===== config.mk =====
export PLATFORM = sky130hd
export DESIGN_NAME = dfp_ctrl
export DESIGN_NICKNAME = d
export VERILOG_FILES = /design/src/rtl/dfp_pkg.sv /design/src/rtl/dfp_ctrl.sv
export SDC_FILE = /design/constraint.sdc
export NUM_CORES = 1
export LEC_CHECK = 0
export ABC_AREA = 1
export BUFFER_PORTS_ARGS = -buffer_cell sky130_fd_sc_hd__buf_2
export CAP_MARGIN = 20
export CORE_UTILIZATION = 55
export DETAILED_ROUTE_END_ITERATION = 8
export MAX_ROUTING_LAYER = met4
export PLACE_DENSITY = 0.88
export SYNTH_ARGS = -nofsm -noshare
export SYNTH_HDL_FRONTEND = slang
export SYNTH_SLANG_ARGS = --single-unit

===== constraint.sdc =====
create_clock -name clk -period 1.65 [get_ports clk]
set_input_delay 0.33 -clock clk [delete_from_list [all_inputs] [get_ports clk]]
set_output_delay 0.33 -clock clk [all_outputs]
set_load 0.05 [all_outputs]

===== src/rtl/dfp_pkg.sv =====
// Shared types, codes and fixed-point helpers for the 2-D DFP minimizer step.
// Used by every module of the block; depends on nothing.
package dfp_pkg;

	localparam int DW = 32;            // data width
	localparam int FB = 16;            // fraction bits
	localparam int MW = 2 * DW - FB;   // width of a shifted product or a quotient
	localparam int CW = $clog2(MW + 1);

	localparam logic signed [DW-1:0] MAXV = {1'b0, {(DW-1){1'b1}}};
	localparam logic signed [DW-1:0] MINV = {1'b1, {(DW-1){1'b0}}};
	localparam logic signed [DW-1:0] UNIT = DW'(1) << FB;

	localparam logic [1:0] REG_START_X = 2'd0;
	localparam logic [1:0] REG_START_Y = 2'd1;
	localparam logic [1:0] REG_GRAD_TOL = 2'd2;

	typedef struct packed {
		logic                 restart;
		logic signed [DW-1:0] grad_x;
		logic signed [DW-1:0] grad_y;
	} dfp_in_t;

	typedef struct packed {
		logic signed [DW-1:0] next_x;
		logic signed [DW-1:0] next_y;
		logic                 converged;
		logic                 degenerate;
	} dfp_out_t;

	typedef enum logic [5:0] {
		S_IDLE, S_INIT, S_YDIFF,
		S_M_H0Y0, S_M_H1Y1, S_A_V0, S_M_H2Y0, S_M_H3Y1, S_A_V1,
		S_M_SXY0, S_M_SYY1, S_A_D1, S_M_Y0V0, S_M_Y1V1, S_A_D2, S_CHK,
		S_M_SS, S_DIV1, S_WAIT1, S_A_HQ, S_M_VV, S_DIV2, S_WAIT2, S_A_HNQ,
		S_M_H0G, S_M_H1G, S_A_S0, S_A_PX, S_M_H2G, S_M_H3G, S_A_S1, S_A_PY,
		S_SQ_GX, S_SQ_GY, S_SQ_TOL, S_FIN
	} dfp_state_t;

	typedef enum logic [5:0] {
		OP_NONE, OP_LOAD, OP_INIT, OP_YDIFF,
		OP_M_H0Y0, OP_M_H1Y1, OP_A_V0, OP_M_H2Y0, OP_M_H3Y1, OP_A_V1,
		OP_M_SXY0, OP_M_SYY1, OP_A_D1, OP_M_Y0V0, OP_M_Y1V1, OP_A_D2, OP_CHK,
		OP_M_SS, OP_DIV1, OP_A_HQ, OP_M_VV, OP_DIV2, OP_A_HNQ,
		OP_M_H0G, OP_M_H1G, OP_A_S0, OP_A_PX, OP_M_H2G, OP_M_H3G, OP_A_S1, OP_A_PY,
		OP_SQ_GX, OP_SQ_GY, OP_SQ_TOL, OP_FIN
	} dfp_op_t;

	typedef struct packed {
		dfp_op_t    op;
		logic [1:0] ij;    // inverse Hessian entry under update, row-major
	} dfp_cmd_t;

	typedef struct packed {
		logic init_req;    // restart or no previous step
		logic degen;       // a DFP denominator is zero
		logic div_done;
		logic out_busy;    // result register full and not taken this cycle
	} dfp_status_t;

	function automatic logic signed [DW-1:0] fx_add(logic signed [DW-1:0] a,
			logic signed [DW-1:0] b);
		logic signed [DW:0] s;
		s = {a[DW-1], a} + {b[DW-1], b};
		if (s[DW] != s[DW-1])
			return s[DW] ? MINV : MAXV;
		return s[DW-1:0];
	endfunction

	function automatic logic signed [DW-1:0] fx_neg(logic signed [DW-1:0] a);
		return (a == MINV) ? MAXV : -a;
	endfunction

	function automatic logic [DW-1:0] fx_mag(logic signed [DW-1:0] a);
		return a[DW-1] ? (~a + 1'b1) : a;
	endfunction

	// magnitude and sign back to a saturated signed value
	function automatic logic signed [DW-1:0] fx_sat(logic [MW-1:0] m, logic neg);
		if (m[MW-1:DW-1] != '0)
			return neg ? MINV : MAXV;
		return neg ? -m[DW-1:0] : m[DW-1:0];
	endfunction

endpackage


===== src/rtl/dfp_ctrl.sv =====
// Sequencer for the DFP step: walks the datapath through one item's operations.
// Depends on dfp_pkg.
module dfp_ctrl import dfp_pkg::*; (
	input  logic        clk,
	input  logic        arst_n,
	input  logic        in_valid,
	output logic        in_ready,
	input  dfp_status_t sts,
	output dfp_cmd_t    cmd
);

	dfp_state_t state_q, state_d;
	logic [1:0] ij_q;

	always_ff @(posedge clk or negedge arst_n) begin
		if (!arst_n) begin
			state_q <= S_IDLE;
			ij_q <= '0;
		end else begin
			state_q <= state_d;
			if (state_q == S_CHK)
				ij_q <= '0;
			else if (state_q == S_A_HNQ)
				ij_q <= ij_q + 1'b1;
		end
	end

	always_comb begin
		state_d = state_q;
		case (state_q)
			S_IDLE:   if (in_valid) state_d = sts.init_req ? S_INIT : S_YDIFF;
			S_INIT:   state_d = S_M_H0G;
			S_YDIFF:  state_d = S_M_H0Y0;
			S_M_H0Y0: state_d = S_M_H1Y1;
			S_M_H1Y1: state_d = S_A_V0;
			S_A_V0:   state_d = S_M_H2Y0;
			S_M_H2Y0: state_d = S_M_H3Y1;
			S_M_H3Y1: state_d = S_A_V1;
			S_A_V1:   state_d = S_M_SXY0;
			S_M_SXY0: state_d = S_M_SYY1;
			S_M_SYY1: state_d = S_A_D1;
			S_A_D1:   state_d = S_M_Y0V0;
			S_M_Y0V0: state_d = S_M_Y1V1;
			S_M_Y1V1: state_d = S_A_D2;
			S_A_D2:   state_d = S_CHK;
			S_CHK:    state_d = sts.degen ? S_M_H0G : S_M_SS;
			S_M_SS:   state_d = S_DIV1;
			S_DIV1:   state_d = S_WAIT1;
			S_WAIT1:  if (sts.div_done) state_d = S_A_HQ;
			S_A_HQ:   state_d = S_M_VV;
			S_M_VV:   state_d = S_DIV2;
			S_DIV2:   state_d = S_WAIT2;
			S_WAIT2:  if (sts.div_done) state_d = S_A_HNQ;
			S_A_HNQ:  state_d = (ij_q == 2'd3) ? S_M_H0G : S_M_SS;
			S_M_H0G:  state_d = S_M_H1G;
			S_M_H1G:  state_d = S_A_S0;
			S_A_S0:   state_d = S_A_PX;
			S_A_PX:   state_d = S_M_H2G;
			S_M_H2G:  state_d = S_M_H3G;
			S_M_H3G:  state_d = S_A_S1;
			S_A_S1:   state_d = S_A_PY;
			S_A_PY:   state_d = S_SQ_GX;
			S_SQ_GX:  state_d = S_SQ_GY;
			S_SQ_GY:  state_d = S_SQ_TOL;
			S_SQ_TOL: state_d = S_FIN;
			S_FIN:    if (!sts.out_busy) state_d = S_IDLE;
			default:  state_d = S_IDLE;
		endcase
	end

	always_comb begin
		cmd.ij = ij_q;
		case (state_q)
			S_IDLE:   cmd.op = in_valid ? OP_LOAD : OP_NONE;
			S_INIT:   cmd.op = OP_INIT;
			S_YDIFF:  cmd.op = OP_YDIFF;
			S_M_H0Y0: cmd.op = OP_M_H0Y0;
			S_M_H1Y1: cmd.op = OP_M_H1Y1;
			S_A_V0:   cmd.op = OP_A_V0;
			S_M_H2Y0: cmd.op = OP_M_H2Y0;
			S_M_H3Y1: cmd.op = OP_M_H3Y1;
			S_A_V1:   cmd.op = OP_A_V1;
			S_M_SXY0: cmd.op = OP_M_SXY0;
			S_M_SYY1: cmd.op = OP_M_SYY1;
			S_A_D1:   cmd.op = OP_A_D1;
			S_M_Y0V0: cmd.op = OP_M_Y0V0;
			S_M_Y1V1: cmd.op = OP_M_Y1V1;
			S_A_D2:   cmd.op = OP_A_D2;
			S_CHK:    cmd.op = OP_CHK;
			S_M_SS:   cmd.op = OP_M_SS;
			S_DIV1:   cmd.op = OP_DIV1;
			S_A_HQ:   cmd.op = OP_A_HQ;
			S_M_VV:   cmd.op = OP_M_VV;
			S_DIV2:   cmd.op = OP_DIV2;
			S_A_HNQ:  cmd.op = OP_A_HNQ;
			S_M_H0G:  cmd.op = OP_M_H0G;
			S_M_H1G:  cmd.op = OP_M_H1G;
			S_A_S0:   cmd.op = OP_A_S0;
			S_A_PX:   cmd.op = OP_A_PX;
			S_M_H2G:  cmd.op = OP_M_H2G;
			S_M_H3G:  cmd.op = OP_M_H3G;
			S_A_S1:   cmd.op = OP_A_S1;
			S_A_PY:   cmd.op = OP_A_PY;
			S_SQ_GX:  cmd.op = OP_SQ_GX;
			S_SQ_GY:  cmd.op = OP_SQ_GY;
			S_SQ_TOL: cmd.op = OP_SQ_TOL;
			S_FIN:    cmd.op = sts.out_busy ? OP_NONE : OP_FIN;
			default:  cmd.op = OP_NONE;
		endcase
	end

	assign in_ready = state_q == S_IDLE;

endmodule


==> results of run 1 <==
[metrics by stage]
step / hold WS (ns) / std cells / util [%] / setup TNS (ns)
3_5_place_dp: 0.1829 / 251 / 89.76 / -1.602
3_3_place_gp: 0.1835 / 251 / 89.76 / -1.056
2_1_floorplan: 0.03441 / 180 / - / -0.4462
[cell families after synthesis]
logic type | synth area share, %
compound gates | 5.989
fa+ha+maj | 1.302
buf+inv | 10.68
flops | 20.83
simple gates | 61.20
==> run_summary.xml, run 1 <==
<?xml version="1.0" encoding="UTF-8"?>
<metrics>
  <group name="run_status">
    <metric name="outcome" unit="">aborted with a tool error</metric>
    <metric name="stop_stage" unit="">clock tree synthesis</metric>
    <metric name="error_line" unit="">[ERROR DPL-0038] Utilization greater than 100%, impossible to legalize</metric>
  </group>
  <group name="synth">
    <metric name="synth_seq_cells" unit="">8</metric>
    <metric name="synth_enable_flop_cells" unit="">0</metric>
    <metric name="post_synth_inst_count" unit="">180</metric>
    <metric name="syn_nets" unit="">188</metric>
    <metric name="ys.warnings.count" unit="">0</metric>
    <metric name="asyncSetResetFlopFracSynth" unit="%">100.0</metric>
    <metric name="yosys.cell_count.top_type" unit="">nand2_1</metric>
    <metric name="post_synth_most_frequent_cells" unit="">nand2_1 (53), nand3_1 (35), nor2_1 (29)</metric>
    <metric name="synth_top_flop_cell" unit="">dfrtp_1</metric>
    <metric name="yosys.cell_types.count" unit="">19</metric>
    <metric name="ys_seq_area_share" unit="%">20.83</metric>
    <metric name="synth_top_area_share" unit="%">20.83</metric>
    <metric name="synth.largest_area_cell" unit="">dfrtp_1</metric>
    <metric name="ys_top_cells_by_area" unit="">dfrtp_1 (21%), nand2_1 (21%), nand3_1 (18%), nor2_1 (11%), inv_1 (9.4%)</metric>
    <metric name="syn_area_per_cell" unit="um^2">5.338</metric>
    <metric name="syn-cell-area" unit="um^2">960.9</metric>
  </group>
  <group name="clock_tree">
    <metric name="clk_root_buffer_cell" unit="">clkbuf_4</metric>
    <metric name="ctsResizeCount" unit="">82</metric>
    <metric name="clock_path_buffers" unit="">2</metric>
    <metric name="cts_max_level" unit="">1</metric>
    <metric name="post_cts.repair.setup_buffers" unit="">12</metric>
    <metric name="cts-hold-fix-buffers" unit="">1</metric>
    <metric name="numClockSinks" unit="">8</metric>
    <metric name="cts_buffers" unit="">3</metric>
  </group>
  <group name="floorplanning">
    <metric name="die_y" unit="um">43.80</metric>
    <metric name="die_w" unit="um">43.80</metric>
    <metric name="start_util" unit="%">60.95</metric>
    <metric name="top_level_ports" unit="">16</metric>
    <metric name="std_cell_rows" unit="">14</metric>
  </group>
  <group name="placed_design">
    <metric name="buffer_ports.inserted" unit="">15</metric>
    <metric name="post-place-ws" unit="ns">-0.3973</metric>
    <metric name="gp_routability_congestion" unit="">1.118</metric>
    <metric name="place.detailed.hpwl" unit="um">3606</metric>
    <metric name="postPlaceCellArea" unit="mm^2">0.001415</metric>
  </group>
</metrics>
==> run 2: changes to the inputs <==
--- a/config.mk
+++ b/config.mk
@@ -8,10 +8,10 @@
 export ABC_AREA = 1
 export BUFFER_PORTS_ARGS = -buffer_cell sky130_fd_sc_hd__buf_2
 export CAP_MARGIN = 20
-export CORE_UTILIZATION = 55
+export CORE_AREA = 2 2 63 65
 export DETAILED_ROUTE_END_ITERATION = 8
-export MAX_ROUTING_LAYER = met4
-export PLACE_DENSITY = 0.88
+export DIE_AREA = 0 0 65 67
+export PLACE_DENSITY_LB_ADDON = 0.15
 export SYNTH_ARGS = -nofsm -noshare
 export SYNTH_HDL_FRONTEND = slang
 export SYNTH_SLANG_ARGS = --single-unit
==> run 2 against run 1 <==
The flow now finishes, with violations (negative setup slack). Synthesized area unchanged. Synthesized cell count unchanged.
==> run_summary.xml, run 2 <==
<?xml version="1.0" encoding="UTF-8"?>
<metrics>
  <group name="run_status">
    <metric name="outcome" unit="">finished with violations</metric>
    <metric name="failing_checks" unit="">negative setup slack</metric>
  </group>
  <group name="floorplanning">
    <metric name="top_level_ports" unit="">16</metric>
    <metric name="std_cell_rows" unit="">22</metric>
    <metric name="die_y" unit="um">67</metric>
    <metric name="floorplan.core_area" unit="mm^2">0.003606</metric>
    <metric name="die-area" unit="mm^2">0.004355</metric>
    <metric name="die_w" unit="um">65</metric>
    <metric name="start_util" unit="%">26.65</metric>
  </group>
  <group name="setup_path">
    <metric name="worst-setup-path-type" unit="">reg2out</metric>
    <metric name="capture_instance_of_the_worst_register_to_register_path" unit="">state_q[1]</metric>
    <metric name="timing.critical_path.arrival" unit="ns">1.77</metric>
    <metric name="critical_path.reg2reg.startpoint" unit="">state_q[5]</metric>
    <metric name="r2r_slack" unit="ns">-0.18</metric>
    <metric name="critPathMaxFanout" unit="">4</metric>
    <metric name="reg2regPathDepth" unit="">14</metric>
    <metric name="worstPathRequired" unit="ns">1.32</metric>
    <metric name="cp-start-kind" unit="">register</metric>
    <metric name="timing.critical_path.to_type" unit="">output port</metric>
    <metric name="timing.critical_path.from" unit="">state_q[0]</metric>
  </group>
  <group name="timing">
    <metric name="timing.final.crit_period" unit="ns">2.095</metric>
    <metric name="finalWorstSetupSlack" unit="ns">-0.4452</metric>
    <metric name="skew" unit="ns">0.005139</metric>
    <metric name="grt_setup_unrepaired" unit="">yes</metric>
    <metric name="fmaxAchievable" unit="GHz">0.4773</metric>
    <metric name="final-setup-viol-count" unit="">9</metric>
    <metric name="min_period_over_period" unit="%">127.0</metric>
    <metric name="fin_hold_ws" unit="ns">0.4729</metric>
    <metric name="slew-limit-headroom" unit="%">81.71</metric>
    <metric name="slew_violations" unit="">0</metric>
    <metric name="final-hold-violation-count" unit="">0</metric>
    <metric name="max_slew.worst_pin.slew" unit="ns">0.2737</metric>
  </group>
  <group name="global_routing">
    <metric name="grt_pass1_wl" unit="um">7417</metric>
    <metric name="largest_net_degree_at_the_start_of_global_routing" unit="">14</metric>
    <metric name="gr-usage-met3" unit="%">4.223</metric>
    <metric name="global_route_usage_over_all_layers" unit="%">22.46</metric>
    <metric name="use_met1" unit="%">26.32</metric>
    <metric name="number_of_global_route_vias_before_repair" unit="">1622</metric>
    <metric name="grt.busiest_layer" unit="">met2</metric>
    <metric name="grtUsageMet2" unit="%">39.82</metric>
    <metric name="grt.overflow.total" unit="">0</metric>
    <metric name="grt_antenna_before_repair" unit="">0</metric>
  </group>
  <group name="synth">
    <metric name="syn-cell-area" unit="um^2">960.9</metric>
    <metric name="yosys.cell_types.count" unit="">19</metric>
    <metric name="ys_top_cells_by_area" unit="">dfrtp_1 (21%), nand2_1 (21%), nand3_1 (18%), nor2_1 (11%), inv_1 (9.4%)</metric>
    <metric name="synth_top_area_share" unit="%">20.83</metric>
    <metric name="synth_top_flop_cell" unit="">dfrtp_1</metric>
    <metric name="ys.warnings.count" unit="">0</metric>
    <metric name="synth-simple-area-share" unit="%">61.20</metric>
    <metric name="post_synth_fa_ha_maj_area_fraction" unit="%">1.302</metric>
    <metric name="synth_seq_cells" unit="">8</metric>
    <metric name="synth.largest_area_cell" unit="">dfrtp_1</metric>
    <metric name="synth.area.mux_share" unit="%">0</metric>
    <metric name="post_synth_inst_count" unit="">180</metric>
    <metric name="post_synth_most_frequent_cells" unit="">nand2_1 (53), nand3_1 (35), nor2_1 (29)</metric>
    <metric name="asyncSetResetFlopFracSynth" unit="%">100.0</metric>
    <metric name="synthXorXnorAreaFrac" unit="%">0</metric>
    <metric name="synth_compound_gate_area_share" unit="%">5.990</metric>
    <metric name="syn_nets" unit="">188</metric>
    <metric name="yosys.cell_count.top_type" unit="">nand2_1</metric>
    <metric name="ys_seq_area_share" unit="%">20.83</metric>
    <metric name="syn_area_per_cell" unit="um^2">5.338</metric>
    <metric name="synth_enable_flop_cells" unit="">0</metric>
    <metric name="main_combinational_cell_family_by_area_after_synthesis" unit="">simple AND/OR/NAND/NOR gates</metric>
  </group>
  <group name="clock_tree">
    <metric name="tritoncts" unit="">done</metric>
    <metric name="clk_root_buffer_cell" unit="">clkbuf_8</metric>
    <metric name="cts_max_level" unit="">1</metric>
    <metric name="numClockSinks" unit="">8</metric>
    <metric name="clock_insertion_delay_worst_skew" unit="ns">0.23</metric>
    <metric name="cts.reportedPaths.clkPinSlew" unit="ns">0.04</metric>
    <metric name="cts_buffers" unit="">3</metric>
    <metric name="clock_path_buffers" unit="">2</metric>
  </group>
  <group name="layout">
    <metric name="layout.nets" unit="">287</metric>
    <metric name="layout_top_registers" unit="">state_q x6, ij_q x2</metric>
    <metric name="instances_no_fill" unit="">325</metric>
    <metric name="mostFrequentLayoutCells" unit="">buf_4 (61), nand2_1 (31), buf_6 (20)</metric>
    <metric name="finish.instance_area" unit="mm^2">0.002325</metric>
    <metric name="layout-drive-gt1-share" unit="%">64.98</metric>
    <metric name="antenna_cells_inserted" unit="">0</metric>
    <metric name="largest_reg_by_ff_count" unit="">state_q</metric>
    <metric name="finalCoreUtilization" unit="%">64.47</metric>
    <metric name="max_ffs_per_register" unit="">6</metric>
    <metric name="synthToLayoutAreaGrowth" unit="%">141.9</metric>
    <metric name="layout_commonest_cell" unit="">buf_4</metric>
    <metric name="layout.filler_cells" unit="">275</metric>
  </group>
  <group name="routing">
    <metric name="drc" unit="">0</metric>
    <metric name="drt-initial-drc-count" unit="">77</metric>
    <metric name="dr.pass1.iters" unit="">4</metric>
    <metric name="drt.antenna.violating_nets" unit="">0</metric>
    <metric name="detail_route.wirelength" unit="um">5397</metric>
    <metric name="vias_post_dr" unit="">1699</metric>
    <metric name="post_drt_wl_per_cell" unit="um">16.61</metric>
    <metric name="avgViaCountPerCell" unit="">5.228</metric>
  </group>
  <group name="placed_design">
    <metric name="post-place-cells" unit="">303</metric>
    <metric name="place.detailed.hpwl" unit="um">3293</metric>
    <metric name="postPlaceCellArea" unit="mm^2">0.001618</metric>
    <metric name="gp_routability_congestion" unit="">0.9865</metric>
    <metric name="buffer_ports.inserted" unit="">15</metric>
  </group>
  <group name="power">
    <metric name="total_leakage_power" unit="nW">1.204</metric>
    <metric name="peakVddDrop" unit="mV">1.554</metric>
    <metric name="cellPowerDensity" unit="mW/mm^2">2323</metric>
  </group>
  <group name="hold_path">
    <metric name="holdPathEnd" unit="">state_q[0]</metric>
    <metric name="hold_path_depth" unit="">3</metric>
    <metric name="worst_hold_startpoint" unit="">sts[0]</metric>
    <metric name="hold_path_class" unit="">in2reg</metric>
  </group>
  <group name="flow_run">
    <metric name="maxCapViolCount" unit="">0</metric>
  </group>
</metrics>
-- run 2: worst max-delay path by stage --
| stage | slack, ns | end |
|---|---|---|
| 2_1_floorplan | -0.15 | cmd[3] |
| 3_3_place_gp | -0.39 | cmd[2] |
| 3_5_place_dp | -0.42 | cmd[2] |
| 4_1_cts | -0.35 | cmd[5] |
| 5_1_grt | -0.49 | cmd[3] |
| 6_report | -0.45 | cmd[5] |
-- run 2: kinds of logic after synthesis --
family	Yosys count
buf+inv	26
fa+ha+maj	1
compound gates	11
simple gates	134
flops	8
-- run 2: repair_timing --
action	4_1_cts	5_1_grt
hold buffers	1	0
gates cloned	0	1
resized for setup	85	58
setup buffers	6	12
setup endpoints to repair	14	12
pin swaps	14	23
hold endpoints to repair	8	0
-- run 2: through the flow --
| stage | TNS, ns | power (mW) | setup WS (ns) |
|---|---|---|---|
| 2_1_floorplan | -0.4462 | 2.183 | -0.1483 |
| 3_3_place_gp | -2.096 | 3.444 | -0.3949 |
| 3_5_place_dp | -2.320 | 3.429 | -0.4192 |
| 4_1_cts | -2.132 | 4.501 | -0.3453 |
| 5_1_grt | -3.245 | 5.650 | -0.4853 |
| 6_report | -2.754 | 5.401 | -0.4452 |
-- run 2: per-layer routing --
layer / vias to the layer above / routed length, um
met1: 796 / 2099
met3: 27 / 324
met5: - / 0
li1: 785 / -
met2: 91 / 2667
met4: 0 / 306
-- run 2: critical path, stage by stage (launching register included) --
cell	delay (ns)
dfrtp_2	0.45
buf_6	0.16
nand2_8	0.09
nand2_4	0.08
buf_6	0.12
nand2_4	0.06
nand2_2	0.05
nor3b_2	0.20
nand4_1	0.14
buf_6	0.18
-- run 2: report_power, final --
group	internal, mW	leakage, nW	total (mW)	switching [mW]
registers	0.296	0.0985	0.446	0.150
clock network	0.158	0.0216	0.236	0.0775
logic	2.03	1.08	4.72	2.69
-- run 2: cell type report --
cell class | count | area, um^2 | share of cell area (%)
multi-input combinational | 147 | 1090 | 46.88
timing repair buffer | 95 | 813.3 | 34.98
sequential | 8 | 205.2 | 8.827
inverter | 24 | 115.1 | 4.952
tap | 48 | 60.06 | 2.583
clock buffer | 3 | 41.29 | 1.776
Power figures use the tool's default switching activity.
